`src/sv/cpg_pkg.sv`:
```
// Shared constants, types and reset palette of the cyclic palette gradient.
package cpg_pkg;

   localparam int VALUE_BITS = 32;
   localparam int LEVEL_BITS = 8;
   localparam int CHANNELS = 3;
   localparam int ENTRY_BITS = 24;
   localparam int BAND_WIDTH_BITS = 10;
   localparam int LENGTH_BITS = 4;
   localparam int CSR_INDEX_BITS = 3;
   localparam int CSR_DATA_BITS = 2 * ENTRY_BITS;

   localparam int DEFAULT_PALETTE_DEPTH = 8;
   localparam int DEFAULT_VALUE_FRACTION_BITS = 8;

   localparam logic [CSR_INDEX_BITS-1:0] CSR_BAND_WIDTH = 3'd0;
   localparam logic [CSR_INDEX_BITS-1:0] CSR_PALETTE_LENGTH = 3'd1;
   localparam logic [CSR_INDEX_BITS-1:0] CSR_ENTRIES_0_1 = 3'd2;
   localparam logic [CSR_INDEX_BITS-1:0] CSR_ENTRIES_6_7 = 3'd5;

   localparam logic [BAND_WIDTH_BITS-1:0] RESET_BAND_WIDTH = 10'd50;
   localparam logic [LENGTH_BITS-1:0] RESET_PALETTE_LENGTH = 4'd8;

   localparam int RESET_ROWS = 4;
   localparam logic [ENTRY_BITS-1:0] RESET_PALETTE [2*RESET_ROWS] = '{
      24'h000000, 24'h0000FF, 24'h0080FF, 24'h00FF80,
      24'h808000, 24'hFF8000, 24'hFFFF80, 24'hFFFFFF
   };

   typedef struct packed {
      logic valid;
      logic nonzero;
   } band_ctl_type;

   typedef struct packed {
      logic                valid;
      logic [CHANNELS-1:0] down;
   } blend_ctl_type;

   function automatic logic [CSR_DATA_BITS-1:0] reset_row(input int row);
      logic [CSR_DATA_BITS-1:0] value;
      value = '0;
      if (row >= 0 && row < RESET_ROWS) begin
         value = {RESET_PALETTE[2*row+1], RESET_PALETTE[2*row]};
      end
      return value;
   endfunction

endpackage

```
`src/sv/cpg_band_div.sv`:
```
// Band divider: escape value over band width, one quotient bit per stage.
module cpg_band_div #(
   parameter int PALETTE_DEPTH = cpg_pkg::DEFAULT_PALETTE_DEPTH,
   parameter int VALUE_FRACTION_BITS = cpg_pkg::DEFAULT_VALUE_FRACTION_BITS
) (
   input  logic                                                  clock,
   input  logic                                                  reset,
   input  logic                                                  in_valid,
   input  logic [cpg_pkg::VALUE_BITS-1:0]                        in_value,
   input  logic [cpg_pkg::BAND_WIDTH_BITS-1:0]                   width,
   input  logic [$clog2(PALETTE_DEPTH)-1:0]                      cycle_length,
   output cpg_pkg::band_ctl_type                                 out_ctl,
   output logic [cpg_pkg::BAND_WIDTH_BITS+VALUE_FRACTION_BITS-1:0] out_num,
   output logic [$clog2(PALETTE_DEPTH)-1:0]                      out_band_mod
);
   import cpg_pkg::*;

   localparam int IW = $clog2(PALETTE_DEPTH);
   localparam int BW = BAND_WIDTH_BITS;
   localparam int NW = BAND_WIDTH_BITS + VALUE_FRACTION_BITS;
   localparam int STEPS = VALUE_BITS - VALUE_FRACTION_BITS;
   localparam logic [VALUE_BITS-1:0] LOW_MASK =
      (VALUE_BITS'(1) << VALUE_FRACTION_BITS) - VALUE_BITS'(1);

   logic [STEPS:0]          valid_ff, valid_in;
   logic [STEPS:0]          nz_ff, nz_in;
   logic [VALUE_BITS-1:0]   value_ff [STEPS+1];
   logic [VALUE_BITS-1:0]   value_in [STEPS+1];
   logic [BW-1:0]           rem_ff [STEPS+1];
   logic [BW-1:0]           rem_in [STEPS+1];
   logic [IW-1:0]           mod_ff [STEPS+1];
   logic [IW-1:0]           mod_in [STEPS+1];

   always_comb begin
      logic [BW:0] trial;
      logic [IW:0] fold;
      logic        take;
      trial = '0;
      fold = '0;
      take = 1'b0;
      valid_in[0] = in_valid;
      nz_in[0] = 1'b0;
      value_in[0] = in_value;
      rem_in[0] = '0;
      mod_in[0] = '0;
      for (int i = 0; i < STEPS; i++) begin
         trial = {rem_ff[i], value_ff[i][VALUE_BITS-1-i]};
         take = trial >= {1'b0, width};
         if (take) begin
            rem_in[i+1] = BW'(trial - {1'b0, width});
         end else begin
            rem_in[i+1] = trial[BW-1:0];
         end
         // running band number modulo the cycle length
         fold = {mod_ff[i], take};
         if (fold >= {1'b0, cycle_length}) begin
            fold = fold - {1'b0, cycle_length};
         end
         mod_in[i+1] = fold[IW-1:0];
         nz_in[i+1] = nz_ff[i] | take;
         valid_in[i+1] = valid_ff[i];
         value_in[i+1] = value_ff[i];
      end
   end

   always_ff @(posedge clock) begin
      if (reset) begin
         valid_ff <= '0;
      end else begin
         valid_ff <= valid_in;
      end
   end

   always_ff @(posedge clock) begin
      nz_ff <= nz_in;
      value_ff <= value_in;
      rem_ff <= rem_in;
      mod_ff <= mod_in;
   end

   assign out_ctl.valid = valid_ff[STEPS];
   assign out_ctl.nonzero = nz_ff[STEPS];
   assign out_num = (NW'(rem_ff[STEPS]) << VALUE_FRACTION_BITS)
                  | NW'(value_ff[STEPS] & LOW_MASK);
   assign out_band_mod = mod_ff[STEPS];

endmodule

```
`src/sv/cpg_blend.sv`:
```
// Blend pipeline: level difference times fraction, divided over eight stages.
module cpg_blend #(
   parameter int VALUE_FRACTION_BITS = cpg_pkg::DEFAULT_VALUE_FRACTION_BITS
) (
   input  logic                                                  clock,
   input  logic                                                  reset,
   input  cpg_pkg::blend_ctl_type                                in_ctl,
   input  logic [cpg_pkg::LEVEL_BITS-1:0]                        in_base [cpg_pkg::CHANNELS],
   input  logic [cpg_pkg::LEVEL_BITS-1:0]                        in_diff [cpg_pkg::CHANNELS],
   input  logic [cpg_pkg::BAND_WIDTH_BITS+VALUE_FRACTION_BITS-1:0] in_num,
   input  logic [cpg_pkg::BAND_WIDTH_BITS-1:0]                   width,
   output logic                                                  out_valid,
   output logic [cpg_pkg::LEVEL_BITS-1:0]                        out_level [cpg_pkg::CHANNELS]
);
   import cpg_pkg::*;

   localparam int NW = BAND_WIDTH_BITS + VALUE_FRACTION_BITS;
   localparam int PW = LEVEL_BITS + NW;
   localparam int STEPS = LEVEL_BITS;

   blend_ctl_type         ctl_ff [STEPS+1];
   blend_ctl_type         ctl_in [STEPS+1];
   logic [PW-1:0]         rest_ff [STEPS+1][CHANNELS];
   logic [PW-1:0]         rest_in [STEPS+1][CHANNELS];
   logic [LEVEL_BITS-1:0] quot_ff [STEPS+1][CHANNELS];
   logic [LEVEL_BITS-1:0] quot_in [STEPS+1][CHANNELS];
   logic [LEVEL_BITS-1:0] base_ff [STEPS+1][CHANNELS];
   logic [LEVEL_BITS-1:0] base_in [STEPS+1][CHANNELS];
   logic [LEVEL_BITS-1:0] level_ff [CHANNELS];
   logic [LEVEL_BITS-1:0] level_in [CHANNELS];
   logic                  out_valid_ff;

   always_comb begin
      logic [PW-1:0] step_div;
      logic          round_up;
      step_div = '0;
      round_up = 1'b0;
      ctl_in[0] = in_ctl;
      for (int c = 0; c < CHANNELS; c++) begin
         rest_in[0][c] = PW'(in_diff[c]) * PW'(in_num);
         quot_in[0][c] = '0;
         base_in[0][c] = in_base[c];
      end
      for (int s = 1; s <= STEPS; s++) begin
         ctl_in[s] = ctl_ff[s-1];
         step_div = PW'(width) << (VALUE_FRACTION_BITS + STEPS - s);
         for (int c = 0; c < CHANNELS; c++) begin
            base_in[s][c] = base_ff[s-1][c];
            quot_in[s][c] = quot_ff[s-1][c];
            if (rest_ff[s-1][c] >= step_div) begin
               rest_in[s][c] = rest_ff[s-1][c] - step_div;
               quot_in[s][c][STEPS-s] = 1'b1;
            end else begin
               rest_in[s][c] = rest_ff[s-1][c];
            end
         end
      end
      // falling channels round the step up so the level is floored
      for (int c = 0; c < CHANNELS; c++) begin
         round_up = ctl_ff[STEPS].down[c] && (rest_ff[STEPS][c] != '0);
         if (ctl_ff[STEPS].down[c]) begin
            level_in[c] = base_ff[STEPS][c] - quot_ff[STEPS][c]
                        - {{(LEVEL_BITS-1){1'b0}}, round_up};
         end else begin
            level_in[c] = base_ff[STEPS][c] + quot_ff[STEPS][c];
         end
      end
   end

   always_ff @(posedge clock) begin
      if (reset) begin
         for (int s = 0; s <= STEPS; s++) begin
            ctl_ff[s] <= '0;
         end
         out_valid_ff <= 1'b0;
      end else begin
         ctl_ff <= ctl_in;
         out_valid_ff <= ctl_ff[STEPS].valid;
      end
   end

   always_ff @(posedge clock) begin
      rest_ff <= rest_in;
      quot_ff <= quot_in;
      base_ff <= base_in;
      level_ff <= level_in;
   end

   assign out_valid = out_valid_ff;
   assign out_level = level_ff;

endmodule

```
`src/sv/cyclic_palette_gradient.sv`:
```
// Top level of the cyclic palette gradient colouriser.
//
//   channel   ports                          beat marked by
//   request   req_escape_value               start && !busy
//   response  rsp_red/green/blue_level       rsp_strobe, one cycle
//   csr       csr_index, csr_data            csr_valid && csr_ready
//
// One escape value accepted per cycle outside reset; each passes through the
// one-bit-per-stage band divider (32 - VALUE_FRACTION_BITS stages) and the
// eight-stage fraction divider. Synchronous reset empties the pipeline and
// restores the registers; palette rows read as reset colours until written.
// busy is high only during reset; csr_ready is always high. Nothing stalls.
module cyclic_palette_gradient #(
   parameter int PALETTE_DEPTH = cpg_pkg::DEFAULT_PALETTE_DEPTH,
   parameter int VALUE_FRACTION_BITS = cpg_pkg::DEFAULT_VALUE_FRACTION_BITS
) (
   input  logic                                clock,
   input  logic                                reset,
   input  logic                                start,
   output logic                                busy,
   input  logic [cpg_pkg::VALUE_BITS-1:0]      req_escape_value,
   output logic                                rsp_strobe,
   output logic [cpg_pkg::LEVEL_BITS-1:0]      rsp_red_level,
   output logic [cpg_pkg::LEVEL_BITS-1:0]      rsp_green_level,
   output logic [cpg_pkg::LEVEL_BITS-1:0]      rsp_blue_level,
   input  logic                                csr_valid,
   output logic                                csr_ready,
   input  logic [cpg_pkg::CSR_INDEX_BITS-1:0]  csr_index,
   input  logic [cpg_pkg::CSR_DATA_BITS-1:0]   csr_data
);
   import cpg_pkg::*;

   localparam int IW = $clog2(PALETTE_DEPTH);
   localparam int BW = BAND_WIDTH_BITS;
   localparam int NW = BAND_WIDTH_BITS + VALUE_FRACTION_BITS;
   localparam int ROWS = (PALETTE_DEPTH + 1) / 2;
   localparam int RW = (ROWS > 1) ? $clog2(ROWS) : 1;
   localparam int LATENCY = VALUE_BITS - VALUE_FRACTION_BITS + 13;
   localparam logic [LENGTH_BITS:0] DEPTH_LENGTH = (LENGTH_BITS+1)'(PALETTE_DEPTH);
   localparam logic [LENGTH_BITS:0] MIN_LENGTH = (LENGTH_BITS+1)'(2);

   logic [BW-1:0]             band_width_ff;
   logic [LENGTH_BITS-1:0]    palette_length_ff;
   logic [ROWS-1:0]           row_valid_ff;
   logic [CSR_DATA_BITS-1:0]  palette_mem [ROWS];

   logic                      csr_write;
   logic                      row_write;
   logic [CSR_INDEX_BITS-1:0] csr_row;
   logic [RW-1:0]             csr_row_addr;
   logic [LENGTH_BITS:0]      length_eff;
   logic [IW-1:0]             cycle_m;
   logic [BW-1:0]             width_eff;

   band_ctl_type              band_ctl;
   logic [NW-1:0]             band_num;
   logic [IW-1:0]             band_mod;

   logic [IW-1:0]             base_idx;
   logic [IW-1:0]             top_idx;
   logic [RW-1:0]             row_a;
   logic [RW-1:0]             row_b;

   logic                      read_valid_ff;
   logic [NW-1:0]             read_num_ff;
   logic                      read_half_a_ff;
   logic                      read_half_b_ff;
   logic                      read_ok_a_ff;
   logic                      read_ok_b_ff;
   logic [CSR_DATA_BITS-1:0]  read_a_ff;
   logic [CSR_DATA_BITS-1:0]  read_b_ff;
   logic [CSR_DATA_BITS-1:0]  read_reset_a_ff;
   logic [CSR_DATA_BITS-1:0]  read_reset_b_ff;

   logic [CSR_DATA_BITS-1:0]  row_data_a;
   logic [CSR_DATA_BITS-1:0]  row_data_b;
   logic [ENTRY_BITS-1:0]     entry_a;
   logic [ENTRY_BITS-1:0]     entry_b;
   blend_ctl_type             entry_ctl_ff, entry_ctl_in;
   logic [LEVEL_BITS-1:0]     entry_base_ff [CHANNELS];
   logic [LEVEL_BITS-1:0]     entry_base_in [CHANNELS];
   logic [LEVEL_BITS-1:0]     entry_diff_ff [CHANNELS];
   logic [LEVEL_BITS-1:0]     entry_diff_in [CHANNELS];
   logic [NW-1:0]             entry_num_ff;

   logic [LEVEL_BITS-1:0]     level [CHANNELS];

   assign busy = reset;
   assign csr_ready = 1'b1;

   // ---- registers
   assign csr_write = csr_valid && csr_ready;
   assign csr_row = csr_index - CSR_ENTRIES_0_1;
   assign csr_row_addr = RW'(csr_row);
   assign row_write = csr_write && (csr_index >= CSR_ENTRIES_0_1)
                    && (csr_index <= CSR_ENTRIES_6_7) && (int'(csr_row) < ROWS);

   always_ff @(posedge clock) begin
      if (reset) begin
         band_width_ff <= RESET_BAND_WIDTH;
         palette_length_ff <= RESET_PALETTE_LENGTH;
         row_valid_ff <= '0;
      end else begin
         if (csr_write && csr_index == CSR_BAND_WIDTH) begin
            band_width_ff <= csr_data[BW-1:0];
         end
         if (csr_write && csr_index == CSR_PALETTE_LENGTH) begin
            palette_length_ff <= csr_data[LENGTH_BITS-1:0];
         end
         if (row_write) begin
            row_valid_ff[csr_row_addr] <= 1'b1;
         end
      end
   end

   always_comb begin
      length_eff = {1'b0, palette_length_ff};
      if (length_eff < MIN_LENGTH) begin
         length_eff = MIN_LENGTH;
      end else if (length_eff > DEPTH_LENGTH) begin
         length_eff = DEPTH_LENGTH;
      end
   end

   assign cycle_m = IW'(length_eff - (LENGTH_BITS+1)'(1));
   assign width_eff = (band_width_ff == '0) ? BW'(1) : band_width_ff;

   // ---- band number and remainder
   cpg_band_div #(
      .PALETTE_DEPTH       (PALETTE_DEPTH),
      .VALUE_FRACTION_BITS (VALUE_FRACTION_BITS)
   ) u_band_div (
      .clock        (clock),
      .reset        (reset),
      .in_valid     (start && !busy),
      .in_value     (req_escape_value),
      .width        (width_eff),
      .cycle_length (cycle_m),
      .out_ctl      (band_ctl),
      .out_num      (band_num),
      .out_band_mod (band_mod)
   );

   // ---- palette lookup
   always_comb begin
      if (!band_ctl.nonzero) begin
         base_idx = '0;
         top_idx = IW'(1);
      end else begin
         base_idx = (band_mod == '0) ? cycle_m : band_mod;
         top_idx = (base_idx == cycle_m) ? IW'(1) : IW'(base_idx + IW'(1));
      end
   end

   assign row_a = RW'(base_idx >> 1);
   assign row_b = RW'(top_idx >> 1);

   always_ff @(posedge clock) begin
      if (row_write) begin
         palette_mem[csr_row_addr] <= csr_data;
      end
      read_a_ff <= palette_mem[row_a];
      read_b_ff <= palette_mem[row_b];
   end

   always_ff @(posedge clock) begin
      if (reset) begin
         read_valid_ff <= 1'b0;
         entry_ctl_ff <= '0;
      end else begin
         read_valid_ff <= band_ctl.valid;
         entry_ctl_ff <= entry_ctl_in;
      end
   end

   always_ff @(posedge clock) begin
      read_num_ff <= band_num;
      read_half_a_ff <= base_idx[0];
      read_half_b_ff <= top_idx[0];
      read_ok_a_ff <= row_valid_ff[row_a];
      read_ok_b_ff <= row_valid_ff[row_b];
      read_reset_a_ff <= reset_row(int'(row_a));
      read_reset_b_ff <= reset_row(int'(row_b));
   end

   // ---- endpoint levels
   assign row_data_a = read_ok_a_ff ? read_a_ff : read_reset_a_ff;
   assign row_data_b = read_ok_b_ff ? read_b_ff : read_reset_b_ff;
   assign entry_a = read_half_a_ff ? row_data_a[CSR_DATA_BITS-1:ENTRY_BITS]
                                   : row_data_a[ENTRY_BITS-1:0];
   assign entry_b = read_half_b_ff ? row_data_b[CSR_DATA_BITS-1:ENTRY_BITS]
                                   : row_data_b[ENTRY_BITS-1:0];

   always_comb begin
      logic [LEVEL_BITS-1:0] lo;
      logic [LEVEL_BITS-1:0] hi;
      lo = '0;
      hi = '0;
      entry_ctl_in.valid = read_valid_ff;
      entry_ctl_in.down = '0;
      for (int c = 0; c < CHANNELS; c++) begin
         lo = entry_a[ENTRY_BITS-1-LEVEL_BITS*c -: LEVEL_BITS];
         hi = entry_b[ENTRY_BITS-1-LEVEL_BITS*c -: LEVEL_BITS];
         entry_ctl_in.down[c] = hi < lo;
         entry_base_in[c] = lo;
         entry_diff_in[c] = (hi < lo) ? (lo - hi) : (hi - lo);
      end
   end

   always_ff @(posedge clock) begin
      entry_base_ff <= entry_base_in;
      entry_diff_ff <= entry_diff_in;
      entry_num_ff <= read_num_ff;
   end

   // ---- blend
   cpg_blend #(
      .VALUE_FRACTION_BITS (VALUE_FRACTION_BITS)
   ) u_blend (
      .clock     (clock),
      .reset     (reset),
      .in_ctl    (entry_ctl_ff),
      .in_base   (entry_base_ff),
      .in_diff   (entry_diff_ff),
      .in_num    (entry_num_ff),
      .width     (width_eff),
      .out_valid (rsp_strobe),
      .out_level (level)
   );

   assign rsp_red_level = level[0];
   assign rsp_green_level = level[1];
   assign rsp_blue_level = level[2];

   // ---- assertions
   assert property (@(posedge clock) disable iff (reset)
      rsp_strobe |-> $past(start && !busy, LATENCY))
      else $error("response beat without a request beat at fixed latency");

   assert property (@(posedge clock) disable iff (reset)
      band_ctl.valid |-> (base_idx <= cycle_m && top_idx <= cycle_m && top_idx != '0))
      else $error("palette index outside the active cycle");

   for (genvar r = 0; r < ROWS; r++) begin : g_row_check
      assert property (@(posedge clock) disable iff (reset)
         $rose(row_valid_ff[r]) |-> $past(row_write && int'(csr_row) == r))
         else $error("palette row marked written without a csr beat");
   end

endmodule

```
`config.mk`:
```
export PLATFORM = sky130hd
export DESIGN_NAME = cyclic_palette_gradient
export DESIGN_NICKNAME = d
export VERILOG_FILES = /design/src/sv/cpg_pkg.sv /design/src/sv/cpg_band_div.sv /design/src/sv/cpg_blend.sv /design/src/sv/cyclic_palette_gradient.sv
export SDC_FILE = /design/constraint.sdc
export NUM_CORES = 2
export LEC_CHECK = 0
export ABC_CLOCK_PERIOD_IN_PS = 8100
export BUFFER_PORTS_ARGS = -buffer_cell sky130_fd_sc_hd__buf_2
export CAP_MARGIN = 20
export CORE_ASPECT_RATIO = 1.25
export CORE_MARGIN = 2
export CORE_UTILIZATION = 60
export CTS_CLUSTER_SIZE = 25
export DETAILED_ROUTE_END_ITERATION = 6
export PLACE_DENSITY_LB_ADDON = 0.25
export SLEW_MARGIN = 20
export SYNTH_ARGS = -nofsm -noshare
export SYNTH_HDL_FRONTEND = slang
export SYNTH_SLANG_ARGS = --single-unit
```
`constraint.sdc`:
```
create_clock -name clock -period 8.1 [get_ports clock]
set_input_delay 0.81 -clock clock [delete_from_list [all_inputs] [get_ports clock]]
set_output_delay 0.81 -clock clock [all_outputs]
set_load 0.005 [all_outputs]
```
==> impl_metrics.json <==
{
  "worstMarginPinSlew_ns": 1.16,
  "crit_path_cell_trace": "inv_2 > nand3_1 > or4_1 > nand2b_4 > buf_4 > ha_1 > nor2b_1 > o21ai_0 > a21boi_0 > o21ai_0 > a21oi_1 > a31o_2 > a21oi_1 > buf_4 > ha_1 > inv_1 > fa_1 > a21o_1 > a211o_1 > mux2_2",
  "core_area_um2": 170000,
  "synth.most_common_cell": "dfxtp_1",
  "die_w_um": 374,
  "ctsHtreeMaxLevel": 4,
  "synth.distinct_cells": 95,
  "dieArea_um2": 174000,
  "synth_top_area_share_pct": 42.3,
  "cpPeakStageDelay_ns": 0.59,
  "grt_pass1_wl_mm": 351,
  "track_usage_pct": 24.7,
  "r2r-start": "band_width_ff[2]",
  "grt_pass1_vias": 70300,
  "crit_fanout": 26,
  "finalMaxSlewViolations": 0,
  "root_buffer": "clkbuf_16",
  "finalClockSkew_ns": 0.0605,
  "syn_area_um2": 103000,
  "drtPass1Iterations": 7,
  "ys_warn_count": 0,
  "tns_ns": 0,
  "critPathKind": "reg -> reg",
  "dr_total_vias": 67800,
  "finalCritPeriodShare_pct": 73.6,
  "period_needed_ns": 5.96,
  "die_y_um": 466,
  "layout.nets": 11000,
  "postCtsSetupRepairBufs": 0,
  "route.detailed.drc": 1,
  "relSlewSlack_pct": 22.8,
  "clk_latency_ns": 0.88,
  "cp.required_ns": 8.84,
  "synth_seq_cells": 2361,
  "yosysTopAreaCell": "dfxtp_1",
  "synth_edf_count": 192,
  "crit_start": "band_width_ff[2]",
  "ys_top_cells_by_area": "dfxtp_1 (42%), ha_1 (9.6%), fa_1 (7.3%)",
  "path_clk_slew_ns": 0.06,
  "cp.depth": 20,
  "cts.sinks": 2361,
  "drtIter0Drc": 4135,
  "via_per_inst": 5.59,
  "status": "finished with violations",
  "areaGrowthSynthToFinish_pct": 10.9,
  "antenna_found_initial": 9,
  "grt_max_degree": 64,
  "place_congestion": 0.904,
  "rsz0062_at_grt": "false",
  "rrSetupSlack_ns": 2.14,
  "setup_violations": 0,
  "end_kind": "flip-flop",
  "synth_common_cells": "dfxtp_1 (2169), ha_1 (787), inv_1 (715), nor2_1 (603), a21oi_1 (474)",
  "routedWlPerCell_um": 17.8,
  "cp_num_buf_inv": 4,
  "avgSynthCellArea_um2": 10.8,
  "ant_nets": 0,
  "startpoint_type": "flip-flop",
  "wirelength_mm": 216,
  "crit_path_top_delay_cell": "or4_1",
  "num_rows": 169,
  "crit_family": "compound AO/OA/AOI/OAI gates",
  "worstRegToRegCells": 20,
  "post_cts_resized": 0,
  "finalHoldViolations": 0,
  "tritoncts": "yes",
  "arrival_ns": 6.71,
  "grt-ovfl-total": 0,
  "fmax_ghz": 0.168,
  "hold_path_depth": 1,
  "hold_class": "in -> reg",
  "max_cap_viol_count": 0,
  "synth.net_count": 10800,
  "hp-start": "req_escape_value[20]",
  "ctsHoldBuffers": 31,
  "cts_buffers": 211,
  "ys_async_sr_fraction_pct": 0,
  "ioPinCount": 114,
  "start_util_pct": 60.4,
  "synth_cells": 9537,
  "portBuffers": 112,
  "dp_hpwl_mm": 151,
  "clk_path_buf_depth": 3,
  "synth_flop_cell": "dfxtp_1",
  "synth_seq_area_share_pct": 47.9,
  "violations": "design-rule violations",
  "drive_gt1_share_pct": 9.51
}
[final cells by class]
| type | count | area (um^2) |
|---|---|---|
| Clock buffer | 257 | 5800 |
| Timing Repair Buffer | 220 | 1480 |
| Tap cell | 2223 | 2780 |
| Fill cell | 12600 | 56000 |
| Multi-Input combinational cell | 6205 | 49900 |
| Sequential cell | 2361 | 49200 |
| Inverter | 723 | 2710 |
| Clock inverter | 138 | 1890 |
| Antenna cell | 2 | 5.00 |
[through the flow]
stage | util, % | area, um^2 | cells | hold slack (ns) | worst slack (ns)
finish | 67.0 | 114000 | 12100 | 0.0885 | 2.14
global placement | 62.3 | 106000 | 11700 | 0.310 | 2.55
global route | 67.0 | 114000 | 12100 | 0.0447 | 1.78
CTS | 67.0 | 114000 | 12100 | 0.0175 | 2.18
floorplan | - | 103000 | 9537 | 0.310 | 1.92
detailed placement | 62.3 | 106000 | 11700 | 0.312 | 2.31
[flip-flops by register name, indices dropped and copies added, names as in the netlist, 25 cells and up]
signal	flops
palette_mem	192
u_blend.quot_ff	108
u_blend.ctl_ff	36
read_a_ff	48
u_band_div.value_ff	500
u_blend.rest_ff	702
u_band_div.mod_ff	69
u_blend.base_ff	216
u_band_div.valid_ff	25
read_b_ff	48
u_band_div.rem_ff	240
[layout by cell type, fill, tap and decap left out, types with 41 or more instances in the layout]
cell | synthesis | final
o21ai_0 | 351 | 349
nand3_1 | 113 | 113
nor2_1 | 603 | 601
a21boi_0 | 70 | 70
mux2_2 | 259 | 259
edfxtp_1 | 192 | 192
clkbuf_16 | 0 | 214
nand4_1 | 90 | 90
nor2b_1 | 236 | 236
dfxtp_1 | 2169 | 2166
nand2b_1 | 147 | 146
a21o_1 | 234 | 234
inv_1 | 715 | 706
o22ai_1 | 100 | 100
buf_2 | 28 | 111
xor2_1 | 170 | 169
a31oi_1 | 46 | 46
mux2i_1 | 139 | 139
nor3_1 | 122 | 121
buf_4 | 5 | 76
nor4_1 | 103 | 103
and2_1 | 381 | 381
fa_1 | 373 | 373
o21a_1 | 74 | 74
ha_1 | 787 | 786
nand2_1 | 420 | 420
a21oi_1 | 474 | 473
xnor2_1 | 353 | 353
clkinv_2 | 0 | 41
[kinds of logic (layout without fill, tap and decap cells)]
group                    count (synthesis)  in the layout  synth area share (%)
AND/OR/NAND/NOR                       2394           2394                  12.1
flip-flops                            2361           2361                  47.9
AO/OA/AOI/OAI                         1721           1721                  10.7
adder cells (fa/ha/maj)               1160           1160                  16.9
buffers and inverters                  971           1338                  3.63
XOR/XNOR                               524            524                  4.48
multiplexers                           405            405                  4.31
other                                    1              3               0.00365
[final timing paths]
kind | end
setup / recovery | u_band_div.mod_ff[16]
hold / removal | u_band_div.value_ff[788]
setup reg to reg | u_band_div.mod_ff[16]
hold reg to reg | u_blend.base_ff[118]
[layer usage]
metal / track usage, % / vias to the layer above / share of wire, %
li1: - / 33000 / -
met1: 29.6 / 32600 / 42
met2: 43.9 / 1753 / 49
met3: 3.38 / 512 / 4.7
met4: 11.2 / 10 / 4.2
met5: 0 / - / 0.028
Power is not shown: default switching activity piles up to over one toggle a cycle in this logic, so the estimate is an artifact.
